<file path="src/rtl/lao_pkg.sv">
// lao_pkg: shared types, codes and constants of the logo alpha overlay block
// holds item, result, configuration and queue entry types plus the divide-by-255 helper
// no dependencies
package lao_pkg;

	// default sizes of the logo store and coordinate width
	localparam int LOGO_MAX_W_DEF = 256;
	localparam int LOGO_MAX_H_DEF = 256;
	localparam int COORD_BITS_DEF = 12;

	// fixed field widths
	localparam int COORD_W     = 12;
	localparam int CFG_INDEX_W = 3;
	localparam int CFG_DATA_W  = 13;

	// depth of the decoupling and result queues
	localparam int QUEUE_DEPTH = 4;

	// item command codes
	typedef enum logic {
		CMD_LOAD  = 1'b0,
		CMD_PIXEL = 1'b1
	} cmd_t;

	// logo channel modes, code 3 leaves covered pixels unchanged
	typedef enum logic [1:0] {
		MODE_GRAY  = 2'd0,
		MODE_BGR   = 2'd1,
		MODE_BLEND = 2'd2
	} mode_t;

	// configuration register indexes
	typedef enum logic [CFG_INDEX_W-1:0] {
		REG_POS_X         = 3'd0,
		REG_POS_Y         = 3'd1,
		REG_LOGO_WIDTH    = 3'd2,
		REG_LOGO_HEIGHT   = 3'd3,
		REG_BOX_WIDTH     = 3'd4,
		REG_BOX_HEIGHT    = 3'd5,
		REG_CENTER_ENABLE = 3'd6,
		REG_CHANNEL_MODE  = 3'd7
	} reg_idx_t;

	// input transaction
	typedef struct packed {
		cmd_t              cmd;
		logic [COORD_W-1:0] coord_x;
		logic [COORD_W-1:0] coord_y;
		logic [7:0]        in_blue;
		logic [7:0]        in_green;
		logic [7:0]        in_red;
		logic [7:0]        in_alpha;
	} item_t;

	// result transaction
	typedef struct packed {
		logic [7:0] out_blue;
		logic [7:0] out_green;
		logic [7:0] out_red;
		logic       covered;
	} result_t;

	// configuration register set
	typedef struct packed {
		logic [12:0] pos_x;
		logic [12:0] pos_y;
		logic [8:0]  logo_width;
		logic [8:0]  logo_height;
		logic [11:0] box_width;
		logic [11:0] box_height;
		logic        center_enable;
		mode_t       channel_mode;
	} cfg_t;

	// store word and color bytes: bgr[0] blue, bgr[1] green, bgr[2] red
	typedef struct packed {
		logic [7:0]      alpha;
		logic [2:0][7:0] bgr;
	} color_t;

	// control part of a queue entry between front and back
	typedef struct packed {
		cmd_t op;
		logic covered;
	} ctl_t;

	// exact floor(x / 255) for x below 65280
	function automatic logic [7:0] div255(input logic [15:0] x);
		logic [16:0] t;
		t = 17'(x) + 17'(x[15:8]) + 17'd1;
		return t[15:8];
	endfunction

endpackage

</file>
<file path="src/rtl/lao_front.sv">
// lao_front: accepts transactions, places the logo and classifies each item
// produces store address, coverage and color for the back part; depends on lao_pkg
module lao_front import lao_pkg::*; #(
	parameter int LOGO_MAX_W = LOGO_MAX_W_DEF,
	parameter int LOGO_MAX_H = LOGO_MAX_H_DEF,
	parameter int COORD_BITS = COORD_BITS_DEF,
	parameter int ADDR_W     = 16
) (
	input  logic              clk,
	input  logic              arst_n,
	input  cfg_t              cfg,
	input  logic              push,
	input  item_t             item,
	output logic              full,
	output logic              q_wr,
	output ctl_t              q_ctl,
	output logic [ADDR_W-1:0] q_addr,
	output color_t            q_color,
	input  logic              q_full
);

	// logo size saturates at the store size, and never exceeds the 9-bit field
	localparam int LW_CAP = (LOGO_MAX_W > 511) ? 511 : LOGO_MAX_W;
	localparam int LH_CAP = (LOGO_MAX_H > 511) ? 511 : LOGO_MAX_H;

	logic [8:0]         lw;
	logic [8:0]         lh;
	logic [11:0]        slack_x;
	logic [11:0]        slack_y;
	logic [13:0]        px;
	logic [13:0]        py;
	logic [8:0]         lw_q;
	logic [8:0]         lh_q;
	logic [13:0]        px_q;
	logic [13:0]        py_q;

	logic               v_s1;
	item_t              item_s1;
	logic [COORD_W-1:0] cx;
	logic [COORD_W-1:0] cy;
	logic [14:0]        col_c;
	logic [14:0]        row_c;

	logic               v_s2;
	cmd_t               cmd_s2;
	logic [14:0]        col_s2;
	logic [14:0]        row_s2;
	color_t             color_s2;

	logic               in_store;
	logic               covered;
	logic               keep_s2;
	logic               rdy_s1;
	logic               rdy_s2;
	logic               accept;
	logic [ADDR_W-1:0]  row_a;
	logic [ADDR_W-1:0]  col_a;

	// logo origin from configuration, centered where enabled and the box exceeds the logo
	always_comb begin
		lw      = (cfg.logo_width > 9'(LW_CAP)) ? 9'(LW_CAP) : cfg.logo_width;
		lh      = (cfg.logo_height > 9'(LH_CAP)) ? 9'(LH_CAP) : cfg.logo_height;
		slack_x = cfg.box_width - {3'b0, lw};
		slack_y = cfg.box_height - {3'b0, lh};
		px      = {cfg.pos_x[12], cfg.pos_x};
		py      = {cfg.pos_y[12], cfg.pos_y};
		if (cfg.center_enable && (cfg.box_width > {3'b0, lw})) begin
			px = px + {3'b0, slack_x[11:1]};
		end
		if (cfg.center_enable && (cfg.box_height > {3'b0, lh})) begin
			py = py + {3'b0, slack_y[11:1]};
		end
	end

	// placement registers follow the configuration
	always_ff @(posedge clk or negedge arst_n) begin
		if (!arst_n) begin
			lw_q <= '0;
			lh_q <= '0;
			px_q <= '0;
			py_q <= '0;
		end else begin
			lw_q <= lw;
			lh_q <= lh;
			px_q <= px;
			py_q <= py;
		end
	end

	// pipeline handshakes
	assign keep_s2 = (cmd_s2 == CMD_LOAD) ? in_store : 1'b1;
	assign rdy_s2  = !v_s2 || !keep_s2 || !q_full;
	assign rdy_s1  = !v_s1 || rdy_s2;
	assign full    = !rdy_s1;
	assign accept  = push && rdy_s1;

	// stage 1: mask coordinates and, for pixels, take them relative to the logo origin
	always_comb begin
		for (int i = 0; i < COORD_W; i++) begin
			cx[i] = item_s1.coord_x[i] & (i < COORD_BITS);
			cy[i] = item_s1.coord_y[i] & (i < COORD_BITS);
		end
		if (item_s1.cmd == CMD_LOAD) begin
			col_c = {3'b0, cx};
			row_c = {3'b0, cy};
		end else begin
			col_c = {3'b0, cx} - {px_q[13], px_q};
			row_c = {3'b0, cy} - {py_q[13], py_q};
		end
	end

	always_ff @(posedge clk or negedge arst_n) begin
		if (!arst_n) begin
			v_s1 <= 1'b0;
			v_s2 <= 1'b0;
		end else begin
			if (rdy_s1) begin
				v_s1 <= accept;
			end
			if (rdy_s2) begin
				v_s2 <= v_s1;
			end
		end
	end

	always_ff @(posedge clk) begin
		if (accept) begin
			item_s1 <= item;
		end
		if (rdy_s2 && v_s1) begin
			cmd_s2         <= item_s1.cmd;
			col_s2         <= col_c;
			row_s2         <= row_c;
			color_s2.alpha <= item_s1.in_alpha;
			color_s2.bgr   <= {item_s1.in_red, item_s1.in_green, item_s1.in_blue};
		end
	end

	// stage 2: range checks and store address
	always_comb begin
		in_store = !col_s2[14] && (col_s2 < 15'(LOGO_MAX_W))
			&& !row_s2[14] && (row_s2 < 15'(LOGO_MAX_H));
		covered  = (cmd_s2 == CMD_PIXEL)
			&& !col_s2[14] && (col_s2 < {6'b0, lw_q})
			&& !row_s2[14] && (row_s2 < {6'b0, lh_q});
		row_a    = ADDR_W'(row_s2);
		col_a    = ADDR_W'(col_s2);
	end

	assign q_wr          = v_s2 && keep_s2 && !q_full;
	assign q_ctl.op      = cmd_s2;
	assign q_ctl.covered = covered;
	assign q_addr        = row_a * ADDR_W'(LOGO_MAX_W) + col_a;
	assign q_color       = color_s2;

	// a covered pixel needs a non-empty logo
	a_cov_nonempty: assert property (@(posedge clk) disable iff (!arst_n)
		q_wr && q_ctl.covered |-> (lw_q != '0) && (lh_q != '0))
		else $error("covered pixel with empty logo");

	// a blocked stage 2 keeps its entry
	a_s2_hold: assert property (@(posedge clk) disable iff (!arst_n)
		v_s2 && !rdy_s2 |=> v_s2 && $stable(col_s2) && $stable(row_s2))
		else $error("stage 2 entry lost while blocked");

endmodule

</file>
<file path="config.mk">
export PLATFORM = sky130hd
export DESIGN_NAME = lao_front
export DESIGN_NICKNAME = d
export VERILOG_FILES = /design/src/rtl/lao_pkg.sv /design/src/rtl/lao_front.sv
export SDC_FILE = /design/constraint.sdc
export NUM_CORES = 1
export LEC_CHECK = 0
export BUFFER_PORTS_ARGS = -buffer_cell sky130_fd_sc_hd__buf_4
export CAP_MARGIN = 20
export CELL_PAD_IN_SITES_DETAIL_PLACEMENT = 1
export CELL_PAD_IN_SITES_GLOBAL_PLACEMENT = 1
export CORE_ASPECT_RATIO = 1.25
export CORE_MARGIN = 2
export CORE_UTILIZATION = 48
export CTS_CLUSTER_DIAMETER = 200
export DETAILED_ROUTE_END_ITERATION = 10
export GPL_ROUTABILITY_DRIVEN = 1
export PLACE_DENSITY = 0.95
export SYNTH_ARGS = -nofsm -noshare
export SYNTH_HDL_FRONTEND = slang
export SYNTH_SLANG_ARGS = --single-unit
export TNS_END_PERCENT = 1
</file>
<file path="constraint.sdc">
create_clock -name clk -period 9.25 [get_ports clk]
set_clock_uncertainty 0.1 [all_clocks]
set_input_delay 0.4625 -clock clk [delete_from_list [all_inputs] [get_ports clk]]
set_output_delay 0.4625 -clock clk [all_outputs]
set_load 0.005 [all_outputs]
</file>
==> impl_metrics.json <==
{
  "status": "completed",
  "slew_viol_final": 0,
  "crit_chain": "buf_4 > clkinv_1 > nand2_1 > ha_1 > nor2b_1 > o21a_1 > o31ai_1 > a21oi_1 > or3_1 > and4_1 > ha_1 > nand3_1 > a211o_1 > a211oi_1 > xor2_1",
  "cp_max_fo": 8,
  "worstPathRequired_ns": 9.50,
  "htree_levels": 4,
  "viasPerCell": 5.763,
  "hold_viol": 0,
  "finalPower_mw": 2.712,
  "grt_pass1_wl_mm": 45.12,
  "reg2reg_to": "q_color[24]",
  "pin_count": 184,
  "synth_warnings": 0,
  "setup_viol": 0,
  "p_leak_nw": 5.249,
  "rows": 58,
  "worstSkewPairLatency_ns": 0.44,
  "dp_cells": 1299,
  "synth_area_um2": 9817,
  "post-route-util": 0.5952,
  "syn_area_per_cell_um2": 11.16,
  "worst_hold_startpoint": "cfg[44]",
  "tritoncts": "built",
  "ys_seq_elements": 168,
  "synth.largest_area_cell": "edfxtp_1",
  "synthSimpleGateAreaFrac": 0.1082,
  "synth-seq-area-share": 0.4894,
  "min_to": "lw_q[8]",
  "hold_class": "in -> reg",
  "routabilityCongestion": 0.8755,
  "overflow": 0,
  "synth.area.top_cells": "edfxtp_1 37%, dfrtp_1 12%, ha_1 11%",
  "die_x_um": 131.9,
  "synth_xor_area_frac": 0.05085,
  "syn_to_final_growth_pct": 21.87,
  "initial_utilization": 0.4884,
  "synth_mux_area_frac": 0.02702,
  "synth_top_family_by_area": "compound AO/OA/AOI/OAI gates",
  "yosysUniqueCellTypes": 69,
  "drive_gt1_frac": 0.2363,
  "post-route-period-util": 0.4309,
  "drtAntennaViolNets": 0,
  "synth_compound_area_frac": 0.1472,
  "tightest_slew_ns": 0.9182,
  "powerDensity_nw_per_um2": 226.7,
  "end_kind": "register",
  "slew_headroom": 0.3866,
  "arrival_ns": 4.23,
  "start_kind": "input port",
  "dieArea_um2": 21620,
  "timing.setup.tns_ns": 0,
  "n_antenna_cell": 0,
  "cts.sinks": 168,
  "worst_hold_slack_ns": 0.06100,
  "hpwlAfterDp_mm": 21.09,
  "vdd_drop_max_v": 0.0001305,
  "startpoint": "cfg[44]",
  "root_buffer": "clkbuf_16",
  "grt_pass1_vias": 8315,
  "rsz0062_at_grt": "false",
  "netlist_instances": 880,
  "synth_fp_nets": 1106,
  "rr_worst_depth": 6,
  "fin_cells": 1332,
  "cts_resized": 0,
  "cts.reportedPaths.clkPinSlew_ns": 0.07,
  "drv_cap": 0,
  "max_freq_ghz": 0.2509,
  "dr.pass1.iters": 5,
  "period_needed_ns": 3.985,
  "wl_mm": 28.78,
  "synth-main-ff-cell": "edfxtp_1",
  "slowest_stage": "ha_1",
  "nets": 1275,
  "drc": 0,
  "r2r_start": "col_s2[9]",
  "synth_edf_count": 120,
  "die_y_um": 163.9,
  "port_buffers": 181,
  "async_flop_share": 0.2857,
  "track_usage": 0.2694,
  "cpPeakStageDelay_ns": 0.41,
  "drtIter0Drc": 411,
  "layout_common_cells": "184 x buf_4, 120 x edfxtp_1, 87 x ha_1, 80 x inv_1, 55 x a21oi_1",
  "synth_adder_area_share": 0.1252,
  "clk_path_buf_depth": 2,
  "path_common_cell": "ha_1",
  "layout_commonest_cell": "buf_4",
  "r2r_slack_ns": 6.35,
  "via_count": 7676,
  "core_um2": 20100,
  "cts_buffers": 17,
  "grt_antenna_before_repair": 0,
  "worst-setup-path-type": "in -> reg",
  "hold-path-cell-count": 1,
  "grt_max_degree": 49,
  "wl_per_cell_um": 21.60,
  "synth_top_cell_area_share": 0.3671
}
## critical path, delay by kind of cell
kind	cells	cell delay, ns
compound gates	5	1.40
xor+xnor	1	0.21
fa+ha+maj	2	0.68
buf+inv	2	0.36
simple gates	5	1.11
## Yosys cell counts (14+ instances only)
cell type and number:
o21ai_0 37, xor2_1 17, a21oi_1 55, nor2_1 47
inv_1 80, o21a_1 16, xnor2_1 40, nand2b_1 14
ha_1 87, nand2_1 54, nor2b_1 15, edfxtp_1 120
dfrtp_1 48, a21o_1 24, nand3_1 17, mux2_2 14
nor3_1 23
## stage by stage
step                instance area, µm²  setup slack [ns]
global placement                 11340             5.167
global route                     11960             5.061
finish                           11960             5.265
floorplan                         9817             4.888
CTS                              11960             5.309
detailed placement               11340             4.877
## registers in the layout, summed over array words and instances, names as in the netlist
signal / flops
cy: 12
col_s2: 15
py_q: 14
v_s1: 1
cmd_s2: 1
q_color: 32
px_q: 14
row_s2: 15
cx: 12
lh_q: 9
lw_q: 9
v_s2: 1
item_s1: 33
## per-layer routing
layer / vias to the layer above / routed length (µm) / track usage
li1: 3520 / - / -
met1: 3800 / 11310 / 0.3061
met2: 281 / 15230 / 0.5057
met3: 75 / 1235 / 0.03642
met4: 0 / 998 / 0.1166
met5: - / 0 / 0
## how the worst max path moves through the flow
stage               endpoint  cells past startpoint  slack [ns]
CTS                 px_q[12]                     15        5.31
global placement    px_q[12]                     15        5.17
global route        px_q[12]                     15        5.06
detailed placement  px_q[12]                     15        4.88
floorplan             cmd_s2                      5        4.89
finish              px_q[12]                     15        5.26
## cells by family after synthesis
logic type,Yosys count
simple gates,213
compound gates,207
flops,168
buf+inv,117
fa+ha+maj,94
xor+xnor,57
mux,24
## power breakdown
group / switching (mW) / internal (mW)
clock network: 0.328 / 0.432
logic: 0.556 / 0.427
registers: 0.0495 / 0.919
total: 0.933 / 1.78
## timing repair
item                                   CTS  global route
endpoints found under the hold margin   48             0
hold buffers                             1             0
setup endpoints to repair                0             0
buffers inserted                         0             0
## area by class of cell
| class | instances | area [µm²] |
|---|---|---|
| clock buffer | 18 | 429.2 |
| clock inverter | 14 | 183.9 |
| fill | 2194 | 8138 |
| inverter | 82 | 307.8 |
| multi-input combinational | 595 | 4509 |
| sequential | 168 | 4805 |
| tap | 270 | 337.8 |
| timing repair buffer | 185 | 1391 |
(Power assumes the default switching activity.)
