--- config.mk ---
export PLATFORM = sky130hd
export DESIGN_NAME = lao_fifo
export DESIGN_NICKNAME = d
export VERILOG_FILES = /design/src/rtl/lao_pkg.sv /design/src/rtl/lao_fifo.sv
export SDC_FILE = /design/constraint.sdc
export NUM_CORES = 1
export LEC_CHECK = 0
export ABC_AREA = 1
export BUFFER_PORTS_ARGS = -buffer_cell sky130_fd_sc_hd__buf_2
export CAP_MARGIN = 20
export CORE_AREA = 2 2 39 41
export CTS_BUF_LIST = sky130_fd_sc_hd__clkbuf_4 sky130_fd_sc_hd__clkbuf_8
export DETAILED_ROUTE_END_ITERATION = 10
export DIE_AREA = 0 0 41 43
export PLACE_DENSITY = 0.68
export SLEW_MARGIN = 25
export SYNTH_ARGS = -nofsm -noshare
export SYNTH_HDL_FRONTEND = slang
export SYNTH_SLANG_ARGS = --single-unit
--- constraint.sdc ---
create_clock -name clk -period 5.1 [get_ports clk]
set_input_delay 0.51 -clock clk [delete_from_list [all_inputs] [get_ports clk]]
set_output_delay 0.51 -clock clk [all_outputs]
set_load 0.03 [all_outputs]
--- src/rtl/lao_pkg.sv ---
// lao_pkg: shared types, codes and constants of the logo alpha overlay block
// holds item, result, configuration and queue entry types plus the divide-by-255 helper
// no dependencies
package lao_pkg;

	// default sizes of the logo store and coordinate width
	localparam int LOGO_MAX_W_DEF = 256;
	localparam int LOGO_MAX_H_DEF = 256;
	localparam int COORD_BITS_DEF = 12;

	// fixed field widths
	localparam int COORD_W     = 12;
	localparam int CFG_INDEX_W = 3;
	localparam int CFG_DATA_W  = 13;

	// depth of the decoupling and result queues
	localparam int QUEUE_DEPTH = 4;

	// item command codes
	typedef enum logic {
		CMD_LOAD  = 1'b0,
		CMD_PIXEL = 1'b1
	} cmd_t;

	// logo channel modes, code 3 leaves covered pixels unchanged
	typedef enum logic [1:0] {
		MODE_GRAY  = 2'd0,
		MODE_BGR   = 2'd1,
		MODE_BLEND = 2'd2
	} mode_t;

	// configuration register indexes
	typedef enum logic [CFG_INDEX_W-1:0] {
		REG_POS_X         = 3'd0,
		REG_POS_Y         = 3'd1,
		REG_LOGO_WIDTH    = 3'd2,
		REG_LOGO_HEIGHT   = 3'd3,
		REG_BOX_WIDTH     = 3'd4,
		REG_BOX_HEIGHT    = 3'd5,
		REG_CENTER_ENABLE = 3'd6,
		REG_CHANNEL_MODE  = 3'd7
	} reg_idx_t;

	// input transaction
	typedef struct packed {
		cmd_t              cmd;
		logic [COORD_W-1:0] coord_x;
		logic [COORD_W-1:0] coord_y;
		logic [7:0]        in_blue;
		logic [7:0]        in_green;
		logic [7:0]        in_red;
		logic [7:0]        in_alpha;
	} item_t;

	// result transaction
	typedef struct packed {
		logic [7:0] out_blue;
		logic [7:0] out_green;
		logic [7:0] out_red;
		logic       covered;
	} result_t;

	// configuration register set
	typedef struct packed {
		logic [12:0] pos_x;
		logic [12:0] pos_y;
		logic [8:0]  logo_width;
		logic [8:0]  logo_height;
		logic [11:0] box_width;
		logic [11:0] box_height;
		logic        center_enable;
		mode_t       channel_mode;
	} cfg_t;

	// store word and color bytes: bgr[0] blue, bgr[1] green, bgr[2] red
	typedef struct packed {
		logic [7:0]      alpha;
		logic [2:0][7:0] bgr;
	} color_t;

	// control part of a queue entry between front and back
	typedef struct packed {
		cmd_t op;
		logic covered;
	} ctl_t;

	// exact floor(x / 255) for x below 65280
	function automatic logic [7:0] div255(input logic [15:0] x);
		logic [16:0] t;
		t = 17'(x) + 17'(x[15:8]) + 17'd1;
		return t[15:8];
	endfunction

endpackage

--- src/rtl/lao_fifo.sv ---
// lao_fifo: small register queue with full and empty flags
// used between front and back and as the result queue; depends on lao_pkg
module lao_fifo import lao_pkg::*; #(
	parameter int DATA_W = 1,
	parameter int DEPTH  = QUEUE_DEPTH
) (
	input  logic              clk,
	input  logic              arst_n,
	input  logic              wr_en,
	input  logic [DATA_W-1:0] wr_data,
	output logic              full,
	input  logic              rd_en,
	output logic [DATA_W-1:0] rd_data,
	output logic              empty
);

	localparam int PTR_W = (DEPTH > 1) ? $clog2(DEPTH) : 1;
	localparam int CNT_W = $clog2(DEPTH + 1);

	logic [DATA_W-1:0] slot_q [DEPTH];
	logic [PTR_W-1:0]  wr_ptr_q;
	logic [PTR_W-1:0]  rd_ptr_q;
	logic [CNT_W-1:0]  count_q;
	logic              do_wr;
	logic              do_rd;

	// flags and handshakes
	assign full    = (count_q == CNT_W'(DEPTH));
	assign empty   = (count_q == '0);
	assign do_wr   = wr_en && !full;
	assign do_rd   = rd_en && !empty;
	assign rd_data = slot_q[rd_ptr_q];

	// pointers and fill level
	always_ff @(posedge clk or negedge arst_n) begin
		if (!arst_n) begin
			wr_ptr_q <= '0;
			rd_ptr_q <= '0;
			count_q  <= '0;
		end else begin
			if (do_wr) begin
				wr_ptr_q <= (wr_ptr_q == PTR_W'(DEPTH - 1)) ? '0 : wr_ptr_q + 1'b1;
			end
			if (do_rd) begin
				rd_ptr_q <= (rd_ptr_q == PTR_W'(DEPTH - 1)) ? '0 : rd_ptr_q + 1'b1;
			end
			if (do_wr && !do_rd) begin
				count_q <= count_q + 1'b1;
			end else if (do_rd && !do_wr) begin
				count_q <= count_q - 1'b1;
			end
		end
	end

	// entry storage
	always_ff @(posedge clk) begin
		if (do_wr) begin
			slot_q[wr_ptr_q] <= wr_data;
		end
	end

endmodule

==> impl_metrics.toml, run 1 <==
[sta]
min_period_over_period_pct = 35.6
max_slew.worst_pin.slew_ns = 0.199
final-max-slew-violation-count = 0
finalHoldViolCount = 0
fin_crit_ns = 1.81
clock_skew_ns = 0.000526
tns_ns = 0
max_freq_ghz = 0.551
timing.max_slew.rel_slack_pct = 86.7
report.final.setup_viol = 0
grt_setup_unrepaired = "false"

[logic_synthesis]
synth_async_sr_flop_share_pct = 63.6
count_of_state_elements_after_synthesis = 11
netlist.top_cell.by_area = "dfrtp_1"
avgSynthCellArea_um2 = 8.86
synth_most_common_cell = "inv_1"
synth-edff-count = 4
cell_area_after_technology_mapping_um2 = 638
synthFlopType = "dfrtp_1"
post_synth_and_or_nand_nor_area_fraction_pct = 24.7
netlist_top_cells_area = "dfrtp_1 (27%), edfxtp_1 (19%), ha_1 (12%)"
synth.cells.most_frequent = "inv_1 (17), nand2_1 (16), dfrtp_1 (7), ha_1 (6), nor2_1 (6)"
post_synth_xor_area_fraction_pct = 1.37
synth-warning-count = 0
largest_family_of_logic_cells_by_synthesized_area = "simple AND/OR/NAND/NOR gates"
synth_adder_area_share_pct = 14.9
synth_mux_area_share_pct = 0
ys_seq_area_share_pct = 46.3
synth_compound_gate_area_share_pct = 2.75
post-synth-top-area-fraction_pct = 27.5
syn-instance-count = 72
yosysUniqueCellTypes = 17
synth_nets = 84

[floorplan]
core-area_um2 = 1380
die_area_um2 = 1760
die_h_um = 43
horiz_die_dim_um = 41
io_pins = 8
start_util_pct = 46.1
placement_rows = 14

[global_routing]
global_route_usage_sum_pct = 14.4
antenna_found_initial = 0
met2_resource_use_gr_pct = 22.2
grt_start_max_net_pins = 8
grt_pass1_wl_um = 1630
via_count_of_the_first_global_routing_pass = 446
grt_util_met1_pct = 15.6
busiest_layer = "met2"
globalRouteMet3Util_pct = 3.14
grt.overflow.total = 0

[clocking]
htree_num_levels = 1
cts_post_setup_buffers_inserted = 0
cts_tree = "built"
worst_skew_pair.late_latency_ns = 0.27
post_cts_resized = 0
cts_sinks = 11
ctsLongestPathBuffers = 2
cts_root_buf = "clkbuf_4"
tritoncts.num_buffers = 3
clk_pin_slew_worst_paths_ns = 0.07
post_cts_hold_buffer_count = 0

[power]
power_per_cell_area_nw_per_um2 = 599
maximum_ir_drop_on_the_vdd_rail_uv = 351
power.total_mw = 0.433
leakagePower_nw = 0.398

[critical_path]
worst_r2r_path_depth = 11
cpPeakStageDelay_ns = 0.42
critical_path_class = "flip-flop to flip-flop"
critical_path_arrival_ns = 1.98
path_cells = "inv_1 > nand3_2 > nand2_4 > inv_1 > ha_1 > inv_1 > fa_1 > nand2_1 > nand3_1 > nand2_1 > nand2_1"
cp-end-kind = "flip-flop"
crit_end = "count_q[2]"
worst-r2r-setup-slack_ns = 3.29
cp.buffers_inverters = 3
worst_r2r_startpoint = "count_q[0]"
cp.depth = 11
setup.worst_path.start_class = "flip-flop"
gate_family_responsible_for_the_most_delay_along_the_worst_path = "adder cells"
critical_path.slowest_cell = "dfrtp_1"
worstReg2RegEnd = "count_q[2]"
critical_path_required_ns = 5.26
cp_max_fo = 7
startpoint = "count_q[0]"

[cells_and_area]
net_count_of_the_finished_layout = 96
flow.area_growth_from_synthesis_pct = 13.3
fillerInstances = 126
antenna-diode-count = 0
post_route_cells_drive_above_1_share_pct = 18.1
finalCoreUtilization_pct = 52.3

[drt]
post_drt_via_cell_ratio = 4.83
num_vias = 478
wl_per_cell_um = 9.73
initialDrtViolationCount = 11
first_pass_iters = 4
drt_wl_total_um = 963
drc = 0
ant_nets = 0

[worst_hold_path]
hp-class = "input pin to asynchronous set/reset pin"

[run_status]
run_status = "finished, final reports clean"

[place]
placement.io_buffers = 7
detailed_place_hpwl_um = 773
gp_routability_congestion = 0.828

[run]
timing.max_cap.violations = 0
-- flip-flops by register name (all words and copies together), names as in the netlist --
register / flops
rd_ptr_q: 2
wr_ptr_q: 2
slot_q: 4
count_q: 3
-- final cells by class --
cell class / instances / area (µm²) / share of cell area (%)
Tap cell: 16 / 20.0 / 2.77
Sequential cell: 11 / 295 / 40.8
Timing Repair Buffer: 7 / 35.0 / 4.84
Clock buffer: 4 / 30.0 / 4.15
Inverter: 17 / 63.8 / 8.82
Multi-Input combinational cell: 44 / 279 / 38.6
-- cell usage in the layout (no fill, tap or decap) --
cell type	netlist	final
dfrtp_1	7	7
nand2_1	16	16
nand3_2	2	2
nand4_1	1	1
edfxtp_1	4	4
buf_2	0	7
clkbuf_4	0	4
o21ai_0	1	1
nor2_1	6	6
o211ai_1	1	1
ha_1	6	6
xnor2_1	1	1
a21oi_1	1	1
nand2_4	1	1
or2_1	1	1
fa_1	1	1
nand2_2	1	1
inv_1	17	17
nand3_1	5	5
-- stage by stage --
stage          cells  cell area, µm²  hold slack [ns]  setup WS [ns]
6_report          99             723           0.0605           3.29
5_1_grt           99             723           0.0603           3.15
4_1_cts           99             723           0.0613           3.29
3_5_place_dp      95             693            0.351           3.30
3_3_place_gp      95             693            0.350           3.31
2_1_floorplan     72             638            0.214           3.44
-- metal layers --
metal	wire length (µm)	vias to the layer above
met4	36	0
met3	45	5
li1	-	243
met5	0	-
met1	419	220
met2	461	10
-- worst register-to-register path, delay by kind of cell, from the launching register on --
family	cells	cell delay [ns]
flip-flops	1	0.42
adder cells (fa/ha/maj)	2	0.54
buffers and inverters	3	0.24
AND/OR/NAND/NOR	6	0.51
-- how the worst min path moves through the flow --
| stage | start | endpoint | slack [ns] | depth (start not counted) |
|---|---|---|---|---|
| 3_3_place_gp | arst_n | count_q[2] | 0.35 | 1 |
| 2_1_floorplan | arst_n | count_q[0] | 0.21 | 0 |
| 4_1_cts | arst_n | count_q[2] | 0.06 | 1 |
| 6_report | arst_n | count_q[2] | 0.06 | 1 |
| 5_1_grt | arst_n | count_q[2] | 0.06 | 1 |
| 3_5_place_dp | arst_n | count_q[2] | 0.35 | 1 |
-- kinds of logic after synthesis --
logic type | Yosys count
flops | 11
xor+xnor | 1
compound gates | 3
buf+inv | 17
simple gates | 33
fa+ha+maj | 7
-- power by group --
part / leakage (nW) / switching [mW] / internal (mW)
combinational: 0.258 / 0.130 / 0.0781
clock: 0.0184 / 0.0287 / 0.0356
sequential: 0.122 / 0.0329 / 0.128
total: 0.398 / 0.192 / 0.241
Note: power is estimated with default switching activity, not from simulation.
==> run 2, diff against run 1 <==
Clock period 5.1 ns to 1.85 ns, I/O delays scaled along.
==> impl_metrics.toml, run 2 (synthesized netlist as in run 1, its figures left out) <==
[global_routing]
via_count_of_the_first_global_routing_pass = 393
grt_start_max_net_pins = 8
grt_pass1_wl_um = 1570
grt.overflow.total = 0
antenna_found_initial = 0
global_route_usage_sum_pct = 14.0

[critical_path]
critical_path_required_ns = 2.01
cp_max_fo = 7
setup.worst_path.start_class = "flip-flop"
cp-end-kind = "flip-flop"
worstReg2RegEnd = "count_q[1]"
startpoint = "count_q[1]"
critical_path_class = "flip-flop to flip-flop"
worst-r2r-setup-slack_ns = 0.13
critical_path_arrival_ns = 1.88
worst_r2r_startpoint = "count_q[1]"
worst_r2r_path_depth = 9
crit_end = "count_q[1]"

[sta]
grt_setup_unrepaired = "false"
min_period_over_period_pct = 93.0
finalHoldViolCount = 0
timing.max_slew.rel_slack_pct = 87.1
minimum_hold_slack_ns = 0.126
clock_skew_ns = 0.00312
max_slew.worst_pin.slew_ns = 0.193
report.final.setup_viol = 0
max_freq_ghz = 0.581
fin_crit_ns = 1.72
tns_ns = 0
final-max-slew-violation-count = 0

[place]
gp_routability_congestion = 0.778
placement.io_buffers = 7
detailed_place_hpwl_um = 726

[drt]
wl_per_cell_um = 9.66
initialDrtViolationCount = 11
drt_wl_total_um = 995
detailroute.wirelength.met2_um = 439
num_vias = 477
drc = 0
first_pass_iters = 4
m1WireLength_um = 470
ant_nets = 0
routed-wl-met3_um = 46
post_drt_via_cell_ratio = 4.63
highest_layer = "met4"

[cells_and_area]
post_route_cells_drive_above_1_share_pct = 26.4
biggest_register = "slot_q"
antenna-diode-count = 0
finalCoreUtilization_pct = 55.5
most_frequent_cells_in_the_layout = "nand2_1 (16), inv_1 (14), dfrtp_1 (7), buf_2 (7), nor2_1 (6)"
flow.area_growth_from_synthesis_pct = 20.4
mostFrequentLayoutCell = "nand2_1"
largest_register_ff_count = 4
net_count_of_the_finished_layout = 100
top_regs = "slot_q x4, count_q x3"

[clocking]
cts_root_buf = "clkbuf_4"
cts_sinks = 11
htree_num_levels = 1
worst_skew_pair.late_latency_ns = 0.27
tritoncts.num_buffers = 3
ctsLongestPathBuffers = 2
cts_tree = "built"
clk_pin_slew_worst_paths_ns = 0.07

[floorplan]
placement_rows = 14
die_area_um2 = 1760
die_h_um = 43
start_util_pct = 46.1
io_pins = 8
core-area_um2 = 1380
horiz_die_dim_um = 41

[worst_hold_path]
hold_path_startpoint = "wr_data"
timing.hold.worst_path_depth = 1
hp-class = "input pin to flip-flop"

[power]
power_per_cell_area_nw_per_um2 = 1670
leakagePower_nw = 0.412
maximum_ir_drop_on_the_vdd_rail_uv = 782

[run]
timing.max_cap.violations = 0

[run_status]
run_status = "finished, final reports clean"
## run 2: cell count changes in the layout (fill, tap and decap cells not counted)
cell	delta
inv_1	-3
fa_2	+1
dlygate4sd3_1	+1
ha_2	+1
fa_1	-1
nand3_4	+1
ha_1	-1
inv_2	+3
buf_4	+3
nand3_2	-1
## run 2: critical path: stages (launching register included)
cell     delay, ns
dfrtp_1       0.40
inv_2         0.10
nand3_4       0.10
nand2_4       0.10
inv_1         0.05
ha_2          0.17
inv_1         0.10
fa_2          0.44
nand2_1       0.07
o21ai_0       0.07
## run 2: how the worst min path moves through the flow
stage / to / slack [ns]
floorplan: count_q[0] / -0.11
global placement: count_q[0] / 0.03
detailed placement: count_q[2] / 0.03
CTS: slot_q[0] / 0.12
global route: slot_q[1] / 0.13
finish: slot_q[2] / 0.13
## run 2: routing by layer
metal / vias up / global-route usage [%]
met5: - / 0
met4: 0 / 12.0
met3: 5 / 3.14
met2: 17 / 18.8
met1: 205 / 18.2
li1: 250 / -
## run 2: power breakdown
group / internal (mW) / switching (mW) / total, mW
registers: 0.352 / 0.0888 / 0.441
logic: 0.270 / 0.392 / 0.663
clock network: 0.0983 / 0.0806 / 0.179
total: 0.721 / 0.562 / 1.28
## run 2: timing repair
item / in CTS / in global routing
endpoints found under the setup margin: 0 / 2
endpoints found under the hold margin: 7 / 0
resized for setup: 0 / 6
buffers inserted: 0 / 1
hold buffers: 1 / 0
## run 2: cell type report
cell class / instances / area [µm²]
inverters: 17 / 63.8
fillers: 124 / 616
multi-input cells: 44 / 292
well taps: 16 / 20.0
flip-flops and latches: 11 / 295
clock buffers: 4 / 30.0
repair buffers: 11 / 67.6
## run 2: per-stage QoR
step,std cells,power (mW),setup WS [ns],area (µm²)
floorplan,72,0.886,0.187,638
global placement,97,1.03,0.134,708
detailed placement,97,1.05,0.0969,708
CTS,102,1.25,0.0410,748
global route,103,1.41,0.00852,768
finish,103,1.28,0.129,768
